**src/rtl/csp_pkg.sv**
```systemverilog
// Shared types and constants for the CSV sample parser and window buffer.
package csp_pkg;

  // Ring of stored Q.8 samples
  localparam int RING_DEPTH  = 600;
  localparam int WARMUP_FILL = 200;
  localparam int RING_AW     = $clog2(RING_DEPTH);

  // Field widths at the ports
  localparam int POS_W  = 10;
  localparam int WIN_W  = 10;
  localparam int CHAR_W = 8;
  localparam int AXIS_W = 21;

  // Width that holds a ring index plus a window offset
  localparam int WIDE_W = ((POS_W > RING_AW) ? POS_W : RING_AW) + 1;

  // Window length after reset, kept as its remainder modulo the ring depth
  localparam int WIN_LEN_RESET = 384;
  localparam logic [RING_AW-1:0] WIN_SUB_RESET = RING_AW'(WIN_LEN_RESET % RING_DEPTH);

  // Decimal field accumulator
  localparam int MAG_W   = 16;
  localparam int MULW    = MAG_W + 4;
  localparam logic [MAG_W-1:0] MAG_LIMIT = MAG_W'(32768);
  localparam logic [MAG_W-1:0] POS_MAX   = MAG_W'(32767);

  // value*256/10 = value*128/5, divide by 5 through a reciprocal
  localparam int QIN_W   = MAG_W + 7;
  localparam int Q_SHIFT = 26;
  localparam int RECIP_W = 24;
  localparam logic [RECIP_W-1:0] Q_RECIP = RECIP_W'(13421773);
  localparam int PROD_W  = Q_SHIFT + AXIS_W;

  // Character codes
  localparam logic [CHAR_W-1:0] CH_ZERO  = 8'h30;
  localparam logic [CHAR_W-1:0] CH_NINE  = 8'h39;
  localparam logic [CHAR_W-1:0] CH_MINUS = 8'h2D;
  localparam logic [CHAR_W-1:0] CH_COMMA = 8'h2C;
  localparam logic [CHAR_W-1:0] CH_NL    = 8'h0A;

  // Operations
  localparam logic OP_CHAR = 1'b0;
  localparam logic OP_READ = 1'b1;

  // Field slots within a record (slot zero is the sequence number)
  localparam logic [1:0] FIELD_X = 2'd1;
  localparam logic [1:0] FIELD_Y = 2'd2;
  localparam logic [1:0] FIELD_Z = 2'd3;

  // Write steps of a record in the back end
  localparam logic [1:0] STEP_X = 2'd0;
  localparam logic [1:0] STEP_Y = 2'd1;
  localparam logic [1:0] STEP_Z = 2'd2;

  // Decoupling queue
  localparam int Q_DEPTH = 4;
  localparam int Q_AW    = $clog2(Q_DEPTH);

  typedef enum logic [1:0] {
    KIND_ABSORB = 2'd0,
    KIND_RECORD = 2'd1,
    KIND_WINDOW = 2'd2
  } kind_t;

  typedef enum logic [1:0] {
    CLS_CHAR,
    CLS_CLOSE,
    CLS_READ
  } cls_t;

  typedef struct packed {
    kind_t                    kind;
    logic signed [AXIS_W-1:0] x;
    logic signed [AXIS_W-1:0] y;
    logic signed [AXIS_W-1:0] z;
    logic [RING_AW-1:0]       win_off;
  } entry_t;

endpackage

```
**src/rtl/csp_front.sv**
```systemverilog
// Front end: character parsing, field scaling and transaction classification.
module csp_front (
  input  logic                        clk,
  input  logic                        rst,
  input  logic                        cfg_we,
  input  logic [csp_pkg::WIN_W-1:0]   cfg_data,
  input  logic                        in_valid,
  output logic                        in_stall,
  input  logic                        opcode,
  input  logic [csp_pkg::CHAR_W-1:0]  char_code,
  input  logic [csp_pkg::POS_W-1:0]   window_pos,
  output logic                        push,
  output csp_pkg::entry_t             push_entry,
  input  logic                        q_full
);
  import csp_pkg::*;

  // Parser state
  logic [MAG_W-1:0]          field_magnitude;
  logic                      field_negative;
  logic                      field_stopped;
  logic                      field_started;
  logic [1:0]                field_count;
  logic signed [AXIS_W-1:0]  held_x_q;
  logic signed [AXIS_W-1:0]  held_y_q;
  logic [RING_AW-1:0]        win_sub;

  // Stage one register
  logic                      s1_valid;
  cls_t                      s1_cls;
  logic [1:0]                s1_field;
  logic                      s1_neg;
  logic [MAG_W-1:0]          s1_abs;
  logic [RING_AW-1:0]        s1_posm;

  logic                      load;
  logic                      accept;
  logic                      is_digit;
  logic                      is_minus;
  logic                      is_sep;
  logic [MULW-1:0]           mag_ext;
  logic [MULW-1:0]           mag_prod;
  logic [MAG_W-1:0]          mag_sat;
  logic [MAG_W-1:0]          close_abs;
  logic [WIDE_W-1:0]         pos_wide;
  logic [RING_AW-1:0]        posm;
  logic [WIDE_W-1:0]         cfg_wide;
  logic [QIN_W-1:0]          q_in;
  logic [PROD_W-1:0]         prod;
  logic signed [AXIS_W-1:0]  q_mag;
  logic signed [AXIS_W-1:0]  q_val;
  logic [WIDE_W-1:0]         off_raw;
  logic [RING_AW-1:0]        win_off;

  assign load     = !s1_valid || !q_full;
  assign accept   = in_valid && load;
  assign in_stall = !load;
  assign push     = s1_valid && !q_full;

  always_comb begin
    is_digit  = (char_code >= CH_ZERO) && (char_code <= CH_NINE);
    is_minus  = (char_code == CH_MINUS);
    is_sep    = (char_code == CH_COMMA) || (char_code == CH_NL);
    mag_ext   = MULW'(field_magnitude);
    mag_prod  = (mag_ext << 3) + (mag_ext << 1) + MULW'(char_code[3:0]);
    mag_sat   = (mag_prod > MULW'(MAG_LIMIT)) ? MAG_LIMIT : mag_prod[MAG_W-1:0];
    close_abs = field_negative ? field_magnitude :
                ((field_magnitude > POS_MAX) ? POS_MAX : field_magnitude);
    pos_wide  = WIDE_W'(window_pos);
    posm      = (pos_wide >= WIDE_W'(RING_DEPTH)) ?
                RING_AW'(pos_wide - WIDE_W'(RING_DEPTH)) : RING_AW'(pos_wide);
    cfg_wide  = WIDE_W'(cfg_data);
  end

  // Stage two: scale the closed field, floor(value*128/5)
  always_comb begin
    q_in     = QIN_W'({s1_abs, 7'b0}) + (s1_neg ? QIN_W'(4) : QIN_W'(0));
    prod     = PROD_W'(q_in) * PROD_W'(Q_RECIP);
    q_mag    = prod[PROD_W-1 -: AXIS_W];
    q_val    = s1_neg ? -q_mag : q_mag;
    off_raw  = WIDE_W'(s1_posm) + WIDE_W'(RING_DEPTH) - WIDE_W'(win_sub);
    win_off  = (off_raw >= WIDE_W'(RING_DEPTH)) ?
               RING_AW'(off_raw - WIDE_W'(RING_DEPTH)) : RING_AW'(off_raw);
  end

  always_comb begin
    push_entry.kind    = KIND_ABSORB;
    push_entry.x       = '0;
    push_entry.y       = '0;
    push_entry.z       = '0;
    push_entry.win_off = '0;
    unique case (s1_cls)
      CLS_READ: begin
        push_entry.kind    = KIND_WINDOW;
        push_entry.win_off = win_off;
      end
      CLS_CLOSE: begin
        if (s1_field == FIELD_Z) begin
          push_entry.kind = KIND_RECORD;
          push_entry.x    = held_x_q;
          push_entry.y    = held_y_q;
          push_entry.z    = q_val;
        end
      end
      default: ;
    endcase
  end

  always_ff @(posedge clk) begin
    if (rst) begin
      field_magnitude <= '0;
      field_negative  <= 1'b0;
      field_stopped   <= 1'b0;
      field_started   <= 1'b0;
      field_count     <= '0;
      held_x_q        <= '0;
      held_y_q        <= '0;
      win_sub         <= WIN_SUB_RESET;
      s1_valid        <= 1'b0;
    end else begin
      if (cfg_we) begin
        win_sub <= (cfg_wide >= WIDE_W'(RING_DEPTH)) ?
                   RING_AW'(cfg_wide - WIDE_W'(RING_DEPTH)) : RING_AW'(cfg_wide);
      end
      if (load) begin
        s1_valid <= in_valid;
      end
      if (accept && opcode == OP_CHAR) begin
        if (is_digit || is_minus) begin
          field_started <= 1'b1;
          if (!field_started && is_minus) begin
            field_negative <= 1'b1;
          end
          if (field_started && is_minus) begin
            field_stopped <= 1'b1;
          end
          if (is_digit && !field_stopped) begin
            field_magnitude <= mag_sat;
          end
        end else if (is_sep) begin
          field_magnitude <= '0;
          field_negative  <= 1'b0;
          field_stopped   <= 1'b0;
          field_started   <= 1'b0;
          field_count     <= field_count + 2'd1;
        end
      end
      if (push && s1_cls == CLS_CLOSE) begin
        if (s1_field == FIELD_X) begin
          held_x_q <= q_val;
        end
        if (s1_field == FIELD_Y) begin
          held_y_q <= q_val;
        end
      end
    end
  end

  always_ff @(posedge clk) begin
    if (accept) begin
      s1_field <= field_count;
      s1_neg   <= field_negative;
      s1_abs   <= close_abs;
      s1_posm  <= posm;
      if (opcode == OP_READ) begin
        s1_cls <= CLS_READ;
      end else if (is_sep) begin
        s1_cls <= CLS_CLOSE;
      end else begin
        s1_cls <= CLS_CHAR;
      end
    end
  end

endmodule

```
**config.mk**
```make
export PLATFORM = sky130hd
export DESIGN_NAME = csp_front
export DESIGN_NICKNAME = d
export VERILOG_FILES = /design/src/rtl/csp_pkg.sv /design/src/rtl/csp_front.sv
export SDC_FILE = /design/constraint.sdc
export NUM_CORES = 1
export LEC_CHECK = 0
export ABC_AREA = 1
export BUFFER_PORTS_ARGS = -buffer_cell sky130_fd_sc_hd__buf_4
export CORE_ASPECT_RATIO = 0.9
export CORE_MARGIN = 4
export CORE_UTILIZATION = 35
export CTS_BUF_LIST = sky130_fd_sc_hd__clkbuf_4
export CTS_CLUSTER_DIAMETER = 120
export DETAILED_ROUTE_END_ITERATION = 16
export GPL_TIMING_DRIVEN = 0
export SYNTH_ARGS = -nofsm -noshare
export SYNTH_HDL_FRONTEND = slang
export SYNTH_SLANG_ARGS = --single-unit
```
**constraint.sdc**
```tcl
create_clock -name clk -period 19.18 [get_ports clk]
set_input_delay 4.795 -clock clk [delete_from_list [all_inputs] [get_ports clk]]
set_output_delay 4.795 -clock clk [all_outputs]
set_load 0.005 [all_outputs]
```
# Yosys cells after proc, flatten, opt, wreduce, memory -nomap -nowiden
# Index checks and enable logic that the tools add are counted.
# classes
n_addsub	10
n_mul	1
order_cmp	7
n_eq_ne	11
muxes	22
n_bitwise	2
n_reduce_logical	24
# ops
op	n
two-way mux 16 bit	6
two-way mux 64 bit	1
two-way mux 63 bit	1
multiplier 23 x 24 -> 47 bit, second input constant	1
two-way mux 10 bit	4
subtractor 10 bit, second input constant	3
adder 23 x 3 -> 23 bit	1
two-way mux 21 bit	1
negator 21 bit	1
adder 19 x 17 -> 20 bit	1
adder 20 x 4 -> 20 bit	1
>= comparator 10 bit, second input constant	2
> comparator 20 x 16 -> 1 bit, second input constant	1
equality test 8 x 6 -> 1 bit, second input constant	2
> comparator 16 x 15 -> 1 bit, second input constant	1
AND reduction 3 bit	4
adder 10 x 10 -> 11 bit, second input constant	1
>= comparator 11 x 10 -> 1 bit, second input constant	1
subtractor 11 x 10 -> 11 bit	1
equality test 8 x 4 -> 1 bit, second input constant	1
>= comparator 8 x 6 -> 1 bit, second input constant	1
less-or-equal comparator 8 x 6 -> 1 bit, second input constant	1
logical AND 1 bit	8
two-way mux 1 bit	7
11 further kinds	25
# totals
ff_bits	105
input_bits	34
out_inout_bits	77
wordCells	91

# Logic depth before layout (Yosys ltp)
# depth
ltp_word	7
ltp_mapped	37
mapped_depth_nobuf	37

# Worst setup path before layout
# OpenSTA, ideal clock, no wires.
# synth_timing
path_kind	reg2out
from	register s1_abs[1]
to	output push_entry[30] (netlist name)
t_arrival_ps	5779
required_ps	14385
setup_slack_ps	8606
path_stages_with_launch	31
path_buffers	0
path_cell_list	edfxtp_1 > ha_1 > fa_1 > fa_1 > inv_1 > fa_1 > inv_1 > fa_1 > inv_1 > fa_1 > inv_1 > ha_1 > ha_1 > nand2_1 > nand2_1 > a21oi_1 > nand2_1 > inv_1 > nand2_1 > nand2_1 > nand2_1 > nand2_1 > nand2_1 > inv_1 > ha_1 > nand3_1 > nand2_2 > nand3_4 > nor2_8 > nand3_1 > a21oi_1
# synth_rtl
item	line_no	text
start, declared	csp_front.sv:33	logic [MAG_W-1:0] s1_abs;
start signal, assigned	csp_front.sv:163	s1_abs <= close_abs;
end, declared	csp_front.sv:13	output csp_pkg::entry_t push_entry,

==> run metrics <==
status finished, final reports clean; Yosys cell types 60; post-cts resize count 0; largest net degree at the start of global routing 33; Initial Utilization 0.357; die area approximately 0.044 sq mm; main flop type after synthesis dfxtp_1; worst hold-check path type flop to flop; Die Y 199 um; CORE AREA slightly below 0.04 sq mm; Routability Congestion approximately 0.96; NetSw 1620 uW; number of port buffers 109; CTS Sinks 105; main area contributors after synthesis ha_1 (20%), fa_1 (13%), inv_1 (13%), nand2_1 (11%), dfxtp_1 (10%); CTS Hold Bufs 0; post-route core utilization 0.399; Int Pwr 1020 uW; final setup TNS 0 ps; first-pass GRT wire length between 60 and 70 mm; # setup viols final 0; Gate Count Post-Synth 2000; Synth Area in Compound Gates 0.0988; detailed-route via count 12400; pre-CTS setup slack approximately 7700 ps; Net Sw Frac 0.614; Fin. Hold Viols 0; CTS H-Tree Depth 3; peak supply drop about 0.10 mV; crit end category primary output; vias in the first global route roughly 12000; Fmax achieved 82.6 MHz; mux cell area share after synthesis 0; Initial DRC Count 622; post-route setup slack slightly above 7000 ps; CP max stage delay approximately 590 ps; Placed Area ~0.016 sq mm; most frequent cell on the critical path nand2_1; Avg Inst Size Synth 7.10 sq um; initial antenna violation count 1; Worst slew margin 0.148; Slew Limit Fails 0; Worst-path clk slew around 210 ps; final worst path period share 0.631; First-pass DRT Iterations 5; hpwl dp 33.9 mm; final wirelength ~38 mm; Seq cells post-synth 105; Net count, final ~2500; clock buffer count from CTS 9; post-route cell area 0.0159 sq mm; simple logic cell fraction of the synthesized area 0.229; Net Count, Synth between 2000 and 2500; Clk network pwr share 0.051; RSZ-0062 raised after global routing false; XOR/XNOR share of the synthesized area 0.0294; FP Rows 69; ANT nets after route 0; largest family of logic cells by synthesized area adder cells; Synth area leader ha_1; mapped cell area 0.0142 sq mm; Total Routing Usage GR 0.179; number of synthesized flops with an enable pin 31; Slew @ Worst Pin roughly 1300 ps; synthesis-to-layout area growth 11.7%; sequential fraction of the synthesis area 0.170; drc violations 0; Seq pwr share 0.091; Slowest-stage cell, CP edfxtp_1; setup bufs post-CTS 0; number of maximum-capacitance violations 0; clock period minus worst slack roughly 12000 ps; Logic pwr share 0.858; layout cells sized above 1 0.0965; Ports roughly 110; Final Skew ~40 ps; WP data required 14390 ps; clk_lat worst skew around 570 ps; total grt overflow 0; Synth async-reset ratio 0; Pwr Total ~2600 uW; Pwr Density between 150 and 200 mW/mm^2; root buf cell clkbuf_4; CTS tree built; area fraction of the dominant cell type after synthesis 0.196; post-synthesis adder-cell area fraction 0.327; via/cell ratio around 4.7; most common cell in the synthesized netlist inv_1; Commonest cells post-synth inv_1 (492), nand2_1 (398), ha_1 (223), nor2_1 (165), a21oi_1 (129); die width ~220 um; Crit Path Max Fanout 7; Clock Tree Buf Depth 2; Crit path arrival time around 7300 ps; CP Class flop to primary output; synth warn 0; Routed wire per std cell between 10 and 15 um; leakage power between 0.008 and 0.009 uW; element type at the critical path start flop
## worst max-delay path: cells and delay by family (launching register included)
kind                       cells  cell delay (ps)
AOI/OAI and AO/OA              2              420
and+or+nand+nor               13             1350
DFF                            1              590
adders and majority gates      9             3840
buffers and inverters          7              530
## state kept, by name, indices dropped and copies added (netlist names)
register,flops
held_x_q,21
held_y_q,21
field_magnitude,16
s1_abs,16
s1_posm,10
win_sub,10
field_count,2
s1_cls,2
s1_field,2
field_negative,1
field_started,1
field_stopped,1
s1_neg,1
s1_valid,1
## worst paths after layout
kind | endpoint | slack, ps | startpoint | depth (start not counted)
worst max-delay path | push_entry[30] | 7070 | s1_abs[1]$_DFFE_PP_ | 31
worst min-delay path | s1_neg$_DFFE_PP_ | 440 | field_negative$_SDFFE_PP0P_ | 0
worst max register to register | held_y_q[12]$_SDFFE_PP0P_ | 12400 | s1_abs[1]$_DFFE_PP_ | 32
worst min register to register | s1_neg$_DFFE_PP_ | 440 | field_negative$_SDFFE_PP0P_ | 0
## power groups by stage
| stage | clock (uW) | sequential (uW) | combinational (uW) |
|---|---|---|---|
| floorplan | 0 | 243 | 1670 |
| global placement | 0 | 245 | 2220 |
| detailed placement | 0 | 245 | 2230 |
| CTS | 137 | 240 | 2250 |
| global route | 144 | 241 | 2580 |
| finish | 133 | 240 | 2260 |
## final cells by class
class / instances / area, sq um
Fill cell: 4159 / 23900
Multi-Input combinational cell: 1361 / 9730
Sequential cell: 105 / 2410
Inverter: 501 / 1880
Timing Repair Buffer: 109 / 818
Tap cell: 532 / 666
Buffer: 33 / 186
Clock inverter: 7 / 96.3
Clock buffer: 9 / 67.6
Antenna cell: 1 / 2.50
## cells in the final DEF, fill, tap and decap left out, types with 4 or more instances in the layout
master	count
nor3_1	15
inv_2	7
nor2_2	13
nor2_1	164
clkbuf_1	19
o21ai_2	4
o211ai_1	6
a31oi_1	5
buf_4	111
fa_1	93
nand2_1	398
dfxtp_1	74
nand4_1	31
edfxtp_1	31
o21bai_1	18
o21ai_0	63
nand3_1	81
o21ai_1	6
clkbuf_4	9
xor2_1	27
ha_1	223
buf_2	5
xnor2_1	17
inv_1	492
nor2_4	4
a21oi_1	129
nand2_2	22
## through the flow
stage / std cells / hold slack, ps
3_3_place_gp: 2641 / 408
3_5_place_dp: 2641 / 415
4_1_cts: 2657 / 443
5_1_grt: 2658 / 472
6_report: 2658 / 437
2_1_floorplan: 2000 / 406
## per-layer routing
| metal | up-vias | track usage | share of wire |
|---|---|---|---|
| met5 | - | 0 | 0 |
| met4 | 0 | 0.0433 | 0.019 |
| met3 | 40 | 0.0189 | 0.028 |
| met2 | 168 | 0.299 | 0.45 |
| met1 | 5764 | 0.250 | 0.50 |
| li1 | 6466 | - | - |
## logic make-up (layout without fill, tap and decap cells)
logic type,Yosys count,count (layout)
and+or+nand+nor,749,749
buffers and inverters,534,659
adders and majority gates,316,316
AOI/OAI and AO/OA,250,250
DFF,105,105
xor gates and xnor gates,46,46
other,0,1
(Power assumes the default switching activity.)
