`config.mk`:
```
export PLATFORM = sky130hd
export DESIGN_NAME = csp_queue
export DESIGN_NICKNAME = d
export VERILOG_FILES = /design/src/rtl/csp_pkg.sv /design/src/rtl/csp_queue.sv
export SDC_FILE = /design/constraint.sdc
export NUM_CORES = 1
export LEC_CHECK = 0
export BUFFER_PORTS_ARGS = -buffer_cell sky130_fd_sc_hd__buf_4
export CAP_MARGIN = 20
export CELL_PAD_IN_SITES_DETAIL_PLACEMENT = 1
export CELL_PAD_IN_SITES_GLOBAL_PLACEMENT = 2
export CORE_AREA = 2 2 162 164
export CTS_CLUSTER_DIAMETER = 40
export DETAILED_ROUTE_END_ITERATION = 16
export DIE_AREA = 0 0 164 166
export GPL_ROUTABILITY_DRIVEN = 0
export PLACE_DENSITY = 0.8
export SKIP_LAST_GASP = 1
export SYNTH_ARGS = -nofsm -noshare
export SYNTH_HDL_FRONTEND = slang
export SYNTH_SLANG_ARGS = --single-unit
```
`constraint.sdc`:
```
create_clock -name clk -period 3.2 [get_ports clk]
set_input_delay 0.16 -clock clk [delete_from_list [all_inputs] [get_ports clk]]
set_output_delay 0.16 -clock clk [all_outputs]
set_load 0.05 [all_outputs]
```
`src/rtl/csp_pkg.sv`:
```
// Shared types and constants for the CSV sample parser and window buffer.
package csp_pkg;

  // Ring of stored Q.8 samples
  localparam int RING_DEPTH  = 600;
  localparam int WARMUP_FILL = 200;
  localparam int RING_AW     = $clog2(RING_DEPTH);

  // Field widths at the ports
  localparam int POS_W  = 10;
  localparam int WIN_W  = 10;
  localparam int CHAR_W = 8;
  localparam int AXIS_W = 21;

  // Width that holds a ring index plus a window offset
  localparam int WIDE_W = ((POS_W > RING_AW) ? POS_W : RING_AW) + 1;

  // Window length after reset, kept as its remainder modulo the ring depth
  localparam int WIN_LEN_RESET = 384;
  localparam logic [RING_AW-1:0] WIN_SUB_RESET = RING_AW'(WIN_LEN_RESET % RING_DEPTH);

  // Decimal field accumulator
  localparam int MAG_W   = 16;
  localparam int MULW    = MAG_W + 4;
  localparam logic [MAG_W-1:0] MAG_LIMIT = MAG_W'(32768);
  localparam logic [MAG_W-1:0] POS_MAX   = MAG_W'(32767);

  // value*256/10 = value*128/5, divide by 5 through a reciprocal
  localparam int QIN_W   = MAG_W + 7;
  localparam int Q_SHIFT = 26;
  localparam int RECIP_W = 24;
  localparam logic [RECIP_W-1:0] Q_RECIP = RECIP_W'(13421773);
  localparam int PROD_W  = Q_SHIFT + AXIS_W;

  // Character codes
  localparam logic [CHAR_W-1:0] CH_ZERO  = 8'h30;
  localparam logic [CHAR_W-1:0] CH_NINE  = 8'h39;
  localparam logic [CHAR_W-1:0] CH_MINUS = 8'h2D;
  localparam logic [CHAR_W-1:0] CH_COMMA = 8'h2C;
  localparam logic [CHAR_W-1:0] CH_NL    = 8'h0A;

  // Operations
  localparam logic OP_CHAR = 1'b0;
  localparam logic OP_READ = 1'b1;

  // Field slots within a record (slot zero is the sequence number)
  localparam logic [1:0] FIELD_X = 2'd1;
  localparam logic [1:0] FIELD_Y = 2'd2;
  localparam logic [1:0] FIELD_Z = 2'd3;

  // Write steps of a record in the back end
  localparam logic [1:0] STEP_X = 2'd0;
  localparam logic [1:0] STEP_Y = 2'd1;
  localparam logic [1:0] STEP_Z = 2'd2;

  // Decoupling queue
  localparam int Q_DEPTH = 4;
  localparam int Q_AW    = $clog2(Q_DEPTH);

  typedef enum logic [1:0] {
    KIND_ABSORB = 2'd0,
    KIND_RECORD = 2'd1,
    KIND_WINDOW = 2'd2
  } kind_t;

  typedef enum logic [1:0] {
    CLS_CHAR,
    CLS_CLOSE,
    CLS_READ
  } cls_t;

  typedef struct packed {
    kind_t                    kind;
    logic signed [AXIS_W-1:0] x;
    logic signed [AXIS_W-1:0] y;
    logic signed [AXIS_W-1:0] z;
    logic [RING_AW-1:0]       win_off;
  } entry_t;

endpackage

```
`src/rtl/csp_queue.sv`:
```
// Short queue of classified transactions between the front and back ends.
module csp_queue (
  input  logic             clk,
  input  logic             rst,
  input  logic             push,
  input  csp_pkg::entry_t  push_entry,
  output logic             full,
  input  logic             pop,
  output logic             head_valid,
  output csp_pkg::entry_t  head
);
  import csp_pkg::*;

  entry_t          slots [Q_DEPTH];
  logic [Q_AW-1:0] wr_ptr;
  logic [Q_AW-1:0] rd_ptr;
  logic [Q_AW:0]   count;

  assign full       = (count == (Q_AW + 1)'(Q_DEPTH));
  assign head_valid = (count != '0);
  assign head       = slots[rd_ptr];

  always_ff @(posedge clk) begin
    if (rst) begin
      wr_ptr <= '0;
      rd_ptr <= '0;
      count  <= '0;
    end else begin
      if (push) begin
        wr_ptr <= wr_ptr + 1'b1;
      end
      if (pop) begin
        rd_ptr <= rd_ptr + 1'b1;
      end
      if (push && !pop) begin
        count <= count + 1'b1;
      end else if (pop && !push) begin
        count <= count - 1'b1;
      end
    end
  end

  always_ff @(posedge clk) begin
    if (push) begin
      slots[wr_ptr] <= push_entry;
    end
  end

endmodule

```
After elaboration in Yosys (flattened, before gate mapping) --
Memory sizes are Yosys's and may differ from the RTL's. A register that Yosys moved wholly into a read port is not among the register bits. Index checks and enable logic that the tools add are counted.
Storage, ports and cells: register bits after elaboration 7, bits in writable memories 300, input port bits 79, memories 1
Memory list:
- slots | words 4, width 75, rd ports 1, clocked after memory_dff 1, wr ports 1, RTL line csp_queue.sv:14 | entry_t slots [Q_DEPTH];
Operators by class: $add $sub $neg 4, eq/ne operators 1, multiplexer cells 6, reductions and logical operators 6
Operators with widths (count):
- $mux W3 | 2
- $add A2 B1 Y2 const B | 2
- $mux W2 | 2
- $add A3 B1 Y3 const B | 1
- $eq A3 B3 Y1 const B | 1
- $reduce_bool A3 Y1 | 1
- $sub A3 B1 Y3 const B | 1
- $logic_and A1 B1 Y1 | 2
- $logic_not A1 Y1 | 2
- $mux W1 | 2
- $reduce_bool A2 Y1 | 1

Longest topological paths before layout --
Gate-level depths: netlist (run 1).
word-level depth 4, depth in mapped cells 7

Least setup slack after synthesis (run 1) --
Ideal clock, no wire load.
path kind reg-to-reg, start point reg wr_ptr[0], end point mem slots[0][0] (netlist bit) (enable), arrival time 2294 ps, required time 2759 ps, slack 465 ps, cell stages (with the launch flop) 4, buffers on the path 0, period minus slack after synthesis 2735 ps, cell sequence dfxtp_1 inv_1 ha_1 and2_1
RTL lines:
- start: declaration | RTL line csp_queue.sv:15 | logic [Q_AW-1:0] wr_ptr;
- start signal: assignment | RTL line csp_queue.sv:30 | wr_ptr <= wr_ptr + 1'b1;
- end: declaration | RTL line csp_queue.sv:14
Straight into the memory's write port.

==> qor.txt, run 1 <==
GLOBAL ROUTE
------------------------------------------------------------------------------------------------------
Largest net degree at the start of global routing                                                   45
Sum of overflow across all layers after global routing                                               0
Number of global-route vias before repair                                                         6424
Global-route usage over all layers                                                              0.1842
Antenna violations before repair                                                                     0
Global-route wire length before repair                                                        37.62 mm

SYNTH
------------------------------------------------------------------------------------------------------
Total nets after synthesis                                                                         520
Syn avg cell area                                                                           25.86 um^2
Post-synthesis instance area                                                              0.01125 mm^2
Async S/R FF share, synth                                                                            0
Synth cell count leaders                                                                  300 x edfxtp_1, 75 x mux4_2, 9 x dfxtp_1, 7 x nor2_1
Most frequently used cell type in the post-synthesis netlist                                  edfxtp_1
Flip-flop and latch count after synthesis                                                          309
Sequential element share of the synthesized area                                                0.8169
Post-synth top area share                                                                       0.8009
Flip-flop cell with the highest count after synthesis                                         edfxtp_1
Cell type with the highest aggregate area in the netlist                                      edfxtp_1
Number of cells produced by synthesis                                                              435
Number of warnings issued by yosys                                                                   0
Number of distinct library cells after synthesis                                                    20
Top post-synthesis cells by area                                                          edfxtp_1 80%, mux4_2 15%, dfxtp_1 1.6%, buf_6 0.60%, ha_1 0.56%
Post-synth EDFFs                                                                                   300

HOLD PATH
------------------------------------------------------------------------------------------------------
Worst hold endpoint                                                                       slots[1][71]
Worst hold path depth                                                                                2
Hold path start                                                                           push_entry[71]
Worst min-delay path class                                                                input port to register

DIE
------------------------------------------------------------------------------------------------------
Core Footprint                                                                            0.02562 mm^2
Number of ports placed on the die boundary                                                         156
Row count                                                                                           59
Area of the die                                                                           0.02722 mm^2
X dimension of the die                                                                          164 um
Initial cell density of the core                                                                0.4391
Die boundary height                                                                             166 um

OUTCOME
------------------------------------------------------------------------------------------------------
Result of the run                                                                            completed

CLOCK NETWORK
------------------------------------------------------------------------------------------------------
CTS root buffer                                                                              clkbuf_16
Setup bufs post-CTS                                                                                  0
TritonCTS buffer count                                                                              40
CTS tree                                                                                           yes
H-tree depth reported by CTS                                                                         2
Post-CTS sizing                                                                                      0
Hold bufs inserted after CTS                                                                        79
Max Buffers Root-to-Sink                                                                             3
Number of sinks handled by clock tree synthesis                                                    309
Clock latency of the later-clocked register in the worst-skew pair                             0.51 ns
Clock transition at the register clock pins on the worst setup and hold paths after CTS        0.06 ns

DRT
------------------------------------------------------------------------------------------------------
Drt initial violations                                                                             385
DRC Markers                                                                                          0
Wirelength per Cell                                                                           22.57 um
Count of nets left with antenna violations after detail routing                                      0
Pre-antenna DRT Iters                                                                                4
Routed wire length                                                                            24.26 mm
Drt via density                                                                                  5.135
Routed vias                                                                                       5520

TIMING
------------------------------------------------------------------------------------------------------
Fin Clk Skew                                                                                0.01808 ns
Aggregate negative setup slack                                                                    0 ns
Share of the clock period used by the worst path                                                0.7888
Max Slew Vio Count                                                                                   0
Max_slew headroom                                                                               0.5079
Endpoints failing hold                                                                               0
Achievable Freq                                                                              396.2 MHz
Setup repair after global routing missed its margin                                              false
Count of final setup violators                                                                       0
Minimum setup slack in the final design                                                      0.6760 ns
Final critical path time including I/O delays and setup                                       2.524 ns
Worst slew pin tran                                                                          0.7382 ns

CRITICAL PATH
------------------------------------------------------------------------------------------------------
Origin of the critical flop-to-flop path                                                     wr_ptr[0]
Required time at the worst-slack endpoint                                                      3.04 ns
RR Endpoint                                                                               slots[0][54]
Biggest fanout along the worst timing path                                                          44
Logic depth of the worst register-to-register path                                                   4
Setup crit end kind                                                                       primary output
Arrival @ worst endpoint                                                                       2.36 ns
Critical setup path kind                                                                  register to primary output
Critical path startpoint category                                                             register
Reg-to-reg setup timing slack                                                                  1.25 ns

FINAL LAYOUT
------------------------------------------------------------------------------------------------------
Number of standard cells in the final layout excluding fillers                                    1075
Fraction of final layout cells sized beyond drive strength 1                                    0.4297
Filler cell count                                                                                 2161
Final nets                                                                                         796
Ant. Diodes                                                                                          0
Post-route cell area                                                                      0.01503 mm^2
Synth-to-Final Area Change                                                                      33.64%

PWR
------------------------------------------------------------------------------------------------------
Worst vdd rail ir drop                                                                       0.4578 mV
Power density of the placed cells                                                         716.8 mW/mm^2
Reported leakage power                                                                        5.196 nW

FLOW RUN
------------------------------------------------------------------------------------------------------
Count of max-cap constraint violations                                                               0

PLACE
------------------------------------------------------------------------------------------------------
Post-place instance area                                                                  0.01288 mm^2
Instance count after placement with tap cells included                                             925
PortBufs                                                                                           155
Detailed placement HPWL                                                                       14.19 mm
Worst setup slack after placement                                                             1.151 ns

[where the power goes]
part           switching [mW]  internal [mW]
logic                   0.937          0.578
registers              0.0938           4.65
clock network            1.67           2.85
[layout by cell type, fill, tap and decap left out, drive strengths merged]
| cell | Yosys | final |
|---|---|---|
| edfxtp | 300 | 300 |
| buf | 14 | 172 |
| dlygate4sd3 | 0 | 79 |
| mux4 | 75 | 75 |
| clkbuf | 3 | 44 |
| clkinv | 0 | 11 |
| dfxtp | 9 | 9 |
| inv | 4 | 8 |
| nor2 | 7 | 7 |
| bufinv | 0 | 6 |
| clkinvlp | 0 | 6 |
| ha | 5 | 5 |
| and2 | 4 | 4 |
| xor2 | 3 | 3 |
| or3 | 2 | 2 |
| xnor2 | 2 | 2 |
| mux2i | 2 | 2 |
| nor3b | 1 | 1 |
| nand2 | 1 | 1 |
| o21ai | 1 | 1 |
| a21oi | 1 | 1 |
| fa | 1 | 1 |
[worst max-delay path, stage by stage, from the launching register on]
cell	delay, ns
dfxtp_4	0.81
buf_4	0.42
mux4_2	0.39
buf_4	0.21
[how the worst max path moves through the flow]
stage	end	slack, ns	startpoint
2_1_floorplan	slots[0][0]	0.46	wr_ptr[0]
3_3_place_gp	head[65]	1.19	register
3_5_place_dp	head[5]	1.15	register
4_1_cts	head[5]	0.60	register
5_1_grt	head[10]	0.56	register
6_report	head[5]	0.68	register
[state kept, by name (all words and copies together), names as in the netlist, named ones only]
name	count
slots	300
count	3
wr_ptr	2
rd_ptr	2
[cell type report]
class,count,area [um^2],area share
clock buffer,44,1037,0.06900
clock inverter,27,326.6,0.02172
inverter,4,15.01,0.0009988
multi-input combinational,105,1931,0.1284
sequential,309,9196,0.6118
tap,335,419.2,0.02788
timing repair buffer,251,2107,0.1402
[per-layer routing]
layer  share of wire  wire (um)  track usage  vias to the layer above
li1                -          -            -                     2418
met1            0.40       9675       0.2323                     2899
met2            0.53      12780       0.3186                      166
met3           0.057       1383      0.04471                       37
met4           0.018        426      0.05072                        0
met5               0          0            0                        -
[cells by family after synthesis]
group / count (synthesis) / synth area share
AO/OA/AOI/OAI: 2 / 0.0008890
XOR/XNOR: 5 / 0.003894
adder cells (fa/ha/maj): 6 / 0.007342
buffers and inverters: 21 / 0.01235
flip-flops: 309 / 0.8169
multiplexers: 77 / 0.1519
AND/OR/NAND/NOR: 15 / 0.006674
[stage by stage]
stage,hold slack (ns),total power [mW],utilization
after global placement,0.3578,6.226,0.5027
final,0.3910,10.78,0.5868
after detailed placement,0.3634,6.276,0.5027
after global routing,0.3861,11.12,0.5868
after floorplan,0.2589,5.773,-
after CTS,0.3700,10.89,0.5868
(Power assumes the default switching activity.)
==> run 2: changes to the inputs <==
==> constraint.sdc (replaced) <==
create_clock -name clk -period 2.4 [get_ports clk]
set_input_delay 0.12 -clock clk [delete_from_list [all_inputs] [get_ports clk]]
set_output_delay 0.12 -clock clk [all_outputs]
set_load 0.05 [all_outputs]
==> qor.txt, run 2 (synthesis gave the netlist of run 1 again) <==
FINAL LAYOUT
------------------------------------------------------------------------------------------------------
Largest reg by FF count                                                                          slots
Largest registers                                                                         slots x300, count x3
FF/Latch Area                                                                             0.009196 mm^2
Most common cell after layout, fill and taps aside                                            edfxtp_1
Filler cell count                                                                                 2134
Post-route cell area                                                                      0.01507 mm^2
Area occupied by multi-input gates                                                        0.001931 mm^2
Fraction of final layout cells sized beyond drive strength 1                                    0.4280
Final nets                                                                                         799
Most frequent cells in the layout                                                         300 x edfxtp_1, 168 x buf_4, 79 x dlygate4sd3_1, 75 x mux4_2, 41 x clkbuf_16
Max FFs per register                                                                               300
Number of standard cells in the final layout excluding fillers                                    1079
Synth-to-Final Area Change                                                                      34.00%

CRITICAL PATH
------------------------------------------------------------------------------------------------------
Required time at the worst-slack endpoint                                                      2.28 ns
Arrival @ worst endpoint                                                                       2.11 ns
Reg-to-reg setup timing slack                                                                  0.72 ns
Origin of the critical flop-to-flop path                                                     wr_ptr[0]
Setup crit end kind                                                                       primary output
Critical path startpoint category                                                             register
Biggest fanout along the worst timing path                                                          32
Critical setup path kind                                                                  register to primary output

PLACE
------------------------------------------------------------------------------------------------------
Post-place instance area                                                                  0.01290 mm^2
Detailed placement HPWL                                                                       13.43 mm
PortBufs                                                                                           155
Instance count after placement with tap cells included                                             920

DRT
------------------------------------------------------------------------------------------------------
Routed wire length                                                                            23.19 mm
Pre-antenna DRT Iters                                                                                4
Drt via density                                                                                  5.126
Count of nets left with antenna violations after detail routing                                      0
Drt initial violations                                                                             293
Wirelength per Cell                                                                           21.49 um
Routed vias                                                                                       5531
DRC Markers                                                                                          0

CLOCK NETWORK
------------------------------------------------------------------------------------------------------
CTS root buffer                                                                              clkbuf_16
TritonCTS buffer count                                                                              40
CTS tree                                                                                           yes
H-tree depth reported by CTS                                                                         2
Clock transition at the register clock pins on the worst setup and hold paths after CTS        0.06 ns
Number of sinks handled by clock tree synthesis                                                    309
Max Buffers Root-to-Sink                                                                             3
Clock latency of the later-clocked register in the worst-skew pair                             0.52 ns

TIMING
------------------------------------------------------------------------------------------------------
Endpoints failing hold                                                                               0
Aggregate negative setup slack                                                                    0 ns
Worst slew pin tran                                                                          0.4844 ns
Hold_ws                                                                                      0.3426 ns
Final critical path time including I/O delays and setup                                       2.229 ns
Share of the clock period used by the worst path                                                0.9288
Max_slew headroom                                                                               0.6771
Count of final setup violators                                                                       0
Setup repair after global routing missed its margin                                              false
Fin Clk Skew                                                                                0.01721 ns
Max Slew Vio Count                                                                                   0
Achievable Freq                                                                              448.6 MHz

GLOBAL ROUTE
------------------------------------------------------------------------------------------------------
Global-route usage over all layers                                                              0.1788
Antenna violations before repair                                                                     1
Global-route wire length before repair                                                        36.90 mm
Number of global-route vias before repair                                                         6427
Sum of overflow across all layers after global routing                                               0
Largest net degree at the start of global routing                                                   76

DIE
------------------------------------------------------------------------------------------------------
Row count                                                                                           59
Area of the die                                                                           0.02722 mm^2
Core Footprint                                                                            0.02562 mm^2
Initial cell density of the core                                                                0.4391
Number of ports placed on the die boundary                                                         156
X dimension of the die                                                                          164 um
Die boundary height                                                                             166 um

PWR
------------------------------------------------------------------------------------------------------
Reported leakage power                                                                        5.200 nW
Power density of the placed cells                                                         935.1 mW/mm^2
Worst vdd rail ir drop                                                                       0.6763 mV
Post-layout total power                                                                       14.10 mW

HOLD PATH
------------------------------------------------------------------------------------------------------
Hold path start                                                                           push_entry[55]
Worst min-delay path class                                                                input port to register

FLOW RUN
------------------------------------------------------------------------------------------------------
Count of max-cap constraint violations                                                               0

OUTCOME
------------------------------------------------------------------------------------------------------
Result of the run                                                                            completed

-- run 2: report_power, final --
part | switching (mW) | internal (mW) | leakage [nW] | total [mW]
clock | 2.23 | 3.50 | 0.617 | 5.72
combinational | 1.29 | 0.800 | 1.75 | 2.09
sequential | 0.0808 | 6.20 | 2.83 | 6.28
total | 3.60 | 10.5 | 5.20 | 14.1
-- run 2: area by class of cell --
cell class,count,area share
clock inverter,25,0.01710
antenna,1,0.0001660
clock buffer,46,0.06931
tap,335,0.02781
multi-input combinational,105,0.1281
inverter,4,0.0009961
sequential,309,0.6101
timing repair buffer,254,0.1464
-- run 2: worst max-delay path, stage by stage (launching register included) --
cell     delay (ns)
dfxtp_4        0.47
buf_16         0.28
mux4_2         0.58
buf_4          0.21
-- run 2: what timing repair did --
item                                    CTS  global route
hold buffers                             79             0
endpoints found under the setup margin    0             8
hold endpoints to repair                309             0
buffers inserted                          0             8
gates resized for setup                   0             2
-- run 2: final timing paths --
check	end	cells after the start
setup / recovery	head[74]	3
hold / removal	slots[1][55]	2
setup reg to reg	slots[0][6]	4
hold reg to reg	register	2
-- run 2: layer usage --
| layer | GRT usage | up-vias | wire, um |
|---|---|---|---|
| li1 | - | 2422 | - |
| met4 | 0.04920 | 0 | 418 |
| met1 | 0.2296 | 2912 | 9584 |
| met5 | 0 | - | 0 |
| met3 | 0.04046 | 31 | 1139 |
| met2 | 0.3073 | 166 | 12050 |
-- run 2: stage by stage --
step | setup slack (ns) | utilization
finish | 0.1708 | 0.5884
global route | 0.07375 | 0.5883
CTS | 0.03010 | 0.5854
detailed placement | 0.5807 | 0.5037
global placement | 0.6031 | 0.5037
floorplan | 0.4860 | -
